===== config.mk =====
export PLATFORM = sky130hd
export DESIGN_NAME = ggx_isqrt
export DESIGN_NICKNAME = d
export VERILOG_FILES = /design/src/rtl/core/ggx_pkg.sv /design/src/rtl/core/ggx_isqrt.sv
export SDC_FILE = /design/constraint.sdc
export NUM_CORES = 2
export LEC_CHECK = 0
export BUFFER_PORTS_ARGS = -buffer_cell sky130_fd_sc_hd__buf_2
export CAP_MARGIN = 30
export CORE_ASPECT_RATIO = 0.7
export CORE_MARGIN = 8
export CORE_UTILIZATION = 50
export DETAILED_ROUTE_END_ITERATION = 12
export PLACE_DENSITY = 0.65
export SYNTH_ARGS = -nofsm -noshare
export SYNTH_HDL_FRONTEND = slang
export SYNTH_SLANG_ARGS = --single-unit

===== constraint.sdc =====
create_clock -name clk -period 5.77 [get_ports clk]
set_input_delay 1.154 -clock clk [delete_from_list [all_inputs] [get_ports clk]]
set_output_delay 1.154 -clock clk [all_outputs]
set_load 0.03 [all_outputs]

===== src/rtl/core/ggx_pkg.sv =====
`timescale 1ns / 1ps
// ----------------------------------------------------------------------------
// ggx_pkg
// Shared constants for the GGX microfacet evaluator pipeline.
// ----------------------------------------------------------------------------
package ggx_pkg;

  // fixed-point constants
  localparam logic [14:0] ONE_Q14     = 15'd16384;
  localparam logic [28:0] ONE_Q28     = 29'd268435456;
  localparam logic [30:0] INV_PI_Q32  = 31'd1367130551;
  localparam logic [31:0] SAT32       = 32'hFFFF_FFFF;
  localparam logic [16:0] ALPHA_ONE   = 17'd65536;
  localparam logic [16:0] ALPHA_RESET = 17'd6554;

  // register map (word index taken from paddr[2])
  localparam logic CFG_IDX_ALPHA = 1'b0;

  // pipeline geometry
  localparam int SQRT_STEPS    = 31;  // 62-bit radicand, 31-bit root
  localparam int NDF_DIV_STEPS = 46;  // quotient bits below the saturation point
  localparam int G1_DIV_STEPS  = 18;  // G1 quotient bits
  localparam int NDF_LAT       = 5 + NDF_DIV_STEPS + 2;
  localparam int PIPE_DEPTH    = 4 + SQRT_STEPS + G1_DIV_STEPS + 1;

endpackage


===== src/rtl/core/ggx_isqrt.sv =====
`timescale 1ns / 1ps
// ----------------------------------------------------------------------------
// ggx_isqrt
// Pipelined floor square root, one root bit per stage.
// ----------------------------------------------------------------------------
module ggx_isqrt (
  input  logic        clk,
  input  logic        ce,
  input  logic [61:0] num,
  output logic [30:0] root
);

  logic [32:0] rem_r [1:ggx_pkg::SQRT_STEPS];
  logic [30:0] rt_r  [1:ggx_pkg::SQRT_STEPS];
  logic [61:0] n_r   [1:ggx_pkg::SQRT_STEPS];

  for (genvar k = 1; k <= ggx_pkg::SQRT_STEPS; k++) begin : g_step
    logic [32:0] rem_p;
    logic [30:0] rt_p;
    logic [61:0] n_p;
    logic [34:0] rs;
    logic [34:0] tr;

    if (k == 1) begin : g_first
      assign rem_p = '0;
      assign rt_p  = '0;
      assign n_p   = num;
    end else begin : g_next
      assign rem_p = rem_r[k-1];
      assign rt_p  = rt_r[k-1];
      assign n_p   = n_r[k-1];
    end

    // bring down two radicand bits, try root bit one
    assign rs = {rem_p, n_p[61:60]};
    assign tr = {2'b00, rt_p, 2'b01};

    always_ff @(posedge clk) begin
      if (ce) begin
        if (rs >= tr) begin
          rem_r[k] <= 33'(rs - tr);
          rt_r[k]  <= {rt_p[29:0], 1'b1};
        end else begin
          rem_r[k] <= rs[32:0];
          rt_r[k]  <= {rt_p[29:0], 1'b0};
        end
        n_r[k] <= {n_p[59:0], 2'b00};
      end
    end
  end

  assign root = rt_r[ggx_pkg::SQRT_STEPS];

endmodule


Word level (Yosys, flattened, before mapping)
Memory sizes are Yosys's and may differ from the RTL's.
Index checks and enable logic that the tools add are counted.
- add/sub/neg operators: 31
- muxes and demuxes: 250
- $lt $le $gt $ge: 31
- bitwise operators: 62
- operators by type and width (operator ; number):
    35-bit by 33-bit greater-or-equal comparator with 1-bit output ; 30
    33-bit 2-to-1 mux ; 31
    33-bit subtractor ; 30
    31-bit 2-to-1 mux ; 31
    1-bit 2-to-1 mux ; 188
    1-bit OR ; 62
    2-bit by 1-bit subtractor with 3-bit output, second input constant ; 1
    2-bit by 1-bit greater-or-equal comparator with 1-bit output, second input constant ; 1
- memories kept: 3
- register bits after elaboration: 0
- memory bits (writable): 3844
- output and inout port bits: 31
- word-level logic and storage cells: 377
- memories (name ; words ; bits a word ; rd ports ; clocked after memory_dff ; write ports ; line ; text):
    n_r ; 31 ; 60 ; 30 ; 0 ; 31 ; ggx_isqrt.sv:15 ; logic [61:0] n_r [1:ggx_pkg::SQRT_STEPS];
    rem_r ; 31 ; 33 ; 30 ; 0 ; 31 ; ggx_isqrt.sv:13 ; logic [32:0] rem_r [1:ggx_pkg::SQRT_STEPS];
    rt_r ; 31 ; 31 ; 31 ; 0 ; 31 ; ggx_isqrt.sv:14 ; logic [30:0] rt_r [1:ggx_pkg::SQRT_STEPS];

Logic depth before layout (Yosys ltp)
An unclocked memory read counts as a cell.
- depth after elaboration: 6
- gate-level depth with buffers: 15

Worst setup path after synthesis
Ideal clock, no wire load.
- path kind: input to register
- from: in ce
- to: reg rem_r[0][1000] (netlist name)
- library setup time: 0.443 ns
- path slack: 1.673 ns
- cell stages on the path: 4
- arrival: 3.654 ns
- cell sequence: clkbuf_1 > clkbuf_1 > clkbuf_1 > clkbuf_1
- RTL lines (element ; line ; text):
    from (decl) ; ggx_isqrt.sv:8 ; input logic ce,

==> run metrics <==
library cells used by synthesis 92; routed len/inst 19.2 um; first-pass GRT wire length 362 mm; clock root cell clkbuf_16; Worst path slowest cell or4_1; cts-stage hold buffer count 0; WP data required 6.40 ns; Worst-path clk slew 0.07 ns; Skew-Pair Late Insertion Delay 0.88 ns; Worst Hold Slack 0.390 ns; outcome finished, final reports clean; CTS Buf Count 229; Worst setup startpoint rem_r[0][188]; Yosys top cell by area edfxtp_1; Avg Inst Size Synth 12.8 um^2; max incr delay on CP 0.69 ns; PwrDens 390 nW/um^2; worst r2r path cells 9; Final #Nets 9478; max-cap check violation count 0; Placed Instances 11600; VDD IR max 0.268 mV; kind of critical path reg -> reg; WL final 230 mm; initial core utilization 0.504; Sum Neg Setup Slack 0 ns; CTS Buffer Depth 4; gpl congestion 0.911; R2R Setup Slk 1.55 ns; synthesized area 111000 um^2; Async S/R FF share, synth 0; Clock Skews 0.0400 ns; capturing point of the worst reg2reg path rem_r[0][212]; RR Startpoint rem_r[0][188]; Final setup viols 0; Hold EP n_r[0][311]; CP Buf/Inv Count 0; vias in the first global route 64800; CP max FO 17; Via density 5.64; core area 220000 um^2; RSZ-0062 raised after global routing no; largest net degree at the start of global routing 203; share of the synthesized area in the top cell type 0.641; Pleak 0.0464 uW; CTS tree built; std cell rows 144; Area Overhead vs Synth 10.6%; post-synthesis cell count 8697; Worst Path Arrival 4.85 ns; syn nets 9290; All-Layer GR Usage 0.189; die boundary height 410 um; Die Wd 579 um; Top FF cell, synth edfxtp_1; Final Cell Area 123000 um^2; count leader, synth edfxtp_1; Max Slew Vio Count 0; Final Hold Violating Endpoints 0; post-route insts no fill 12000; element type at the critical path end register; DRC violations left 0; DRT iter0 DRCs 6181; dominant cells by area after synthesis edfxtp_1, ha_1, xor2_1; worst slew pin tran 1.17 ns; Fmax 0.237 GHz; dpl hpwl 166 mm; total grt overflow 0; EDFF count, synth 2368; cell mode on critical path or4_1; Top Ports 95; CTS H-Tree Depth 4; Top delay family on crit path simple AND/OR/NAND/NOR gates; register area share after synthesis 0.641; Die Area 238000 um^2; Period minus WS final 4.22 ns; Hold Crit Start n_r[0][249]; Hold Crit Depth 0; share of cells above drive strength 1 0.0704; FF+latch count, synth 2368; antenna viol nets, final 0; Setup crit start kind register; Final Total Pwr 47900 uW; drt pass-1 iters 8; top post-synthesis cells by count edfxtp_1, nand2_1, inv_1, ha_1, nor2_1; crit-path cells or4_4, nor4_1, nand4_2, o41ai_2, nor2_1, and3_1, or4_1, or4_1, xnor2_1; vias 67600; initial antenna violation count 4; placed cell area 115000 um^2; period utilization 0.732; Worst Hold Class reg -> reg; Setup Fix Bufs, Post-CTS 0; post_cts resized 0; Clock Sinks 2368; Worst slew margin 0.222; PortBufs 94; Ys Warns 0
==> worst reg2reg max path, delay by kind of cell (launching register included) <==
kind            cells  cell delay, ns
flops               1            0.46
compound gates      1            0.37
simple gates        7            2.99
xor+xnor            1            0.14
==> cell type report <==
class                      instances  area, um^2
multi-input combinational       5471       36700
tap                             2920        3650
antenna                            3        7.51
clock inverter                   146        1750
clock buffer                     268        5920
fill                           18000       97600
sequential                      2368       71100
timing repair buffer             167        1200
inverter                         648        2430
==> how the worst max path moves through the flow <==
stage,to,depth (start not counted)
after floorplan,rem_r[0][1000],4
after global placement,rem_r[0][164],10
after detailed placement,rem_r[0][164],10
after CTS,rem_r[0][212],9
after global routing,rem_r[0][750],12
final,rem_r[0][212],9
==> metal layers <==
| metal | share of wire | GRT usage | vias up |
|---|---|---|---|
| met1 | 0.49 | 0.291 | 33000 |
| met2 | 0.43 | 0.285 | 1757 |
| li1 | - | - | 32600 |
| met4 | 0.018 | 0.0387 | 0 |
| met5 | 0 | 0 | - |
| met3 | 0.062 | 0.0309 | 324 |
==> cell families after synthesis <==
| kind of cell | Yosys count | synth area share |
|---|---|---|
| simple gates | 2386 | 0.107 |
| flops | 2368 | 0.641 |
| compound gates | 1699 | 0.0943 |
| buf+inv | 858 | 0.0291 |
| xor+xnor | 785 | 0.0620 |
| fa+ha+maj | 529 | 0.0596 |
| mux | 72 | 0.00708 |
==> metrics by stage <==
| step | util | worst slack [ns] |
|---|---|---|
| floorplan | - | 1.67 |
| global route | 0.557 | 1.34 |
| detailed placement | 0.522 | 1.31 |
| CTS | 0.557 | 1.57 |
| global placement | 0.522 | 1.41 |
| finish | 0.557 | 1.55 |
==> power breakdown <==
| group | leakage (uW) | internal [uW] | total, uW | switching [uW] |
|---|---|---|---|---|
| logic | 0.0199 | 3840 | 9380 | 5540 |
| registers | 0.0228 | 21700 | 23200 | 1510 |
| clock network | 0.00373 | 8950 | 15300 | 6380 |
==> flip-flops by register name, indices dropped and copies added (netlist names) <==
register  cells
rem_r       942
n_r         930
rt_r        496
==> placed cells by master (no fill, tap or decap), types with 37 or more instances in the layout <==
cell	netlist	layout
a211oi_1	39	37
a21o_1	209	209
a21oi_1	467	467
a31oi_1	42	42
and3_1	44	44
buf_2	3	95
buf_4	0	58
clkbuf_1	197	37
clkbuf_16	0	231
clkinv_2	0	45
edfxtp_1	2368	2368
ha_1	529	529
inv_1	640	640
nand2_1	671	671
nand2b_1	109	109
nand3_1	155	155
nand4_1	102	102
nor2_1	506	505
nor2b_1	68	66
nor3_1	228	227
nor4_1	131	129
o21a_1	87	87
o21ai_0	391	391
o21ai_1	146	146
o21bai_1	37	37
o31ai_1	39	38
or2_2	40	40
or3_1	109	109
or4_1	65	65
xnor2_1	368	368
xor2_1	417	417
No activity file was read; power rests on OpenSTA's default activity.
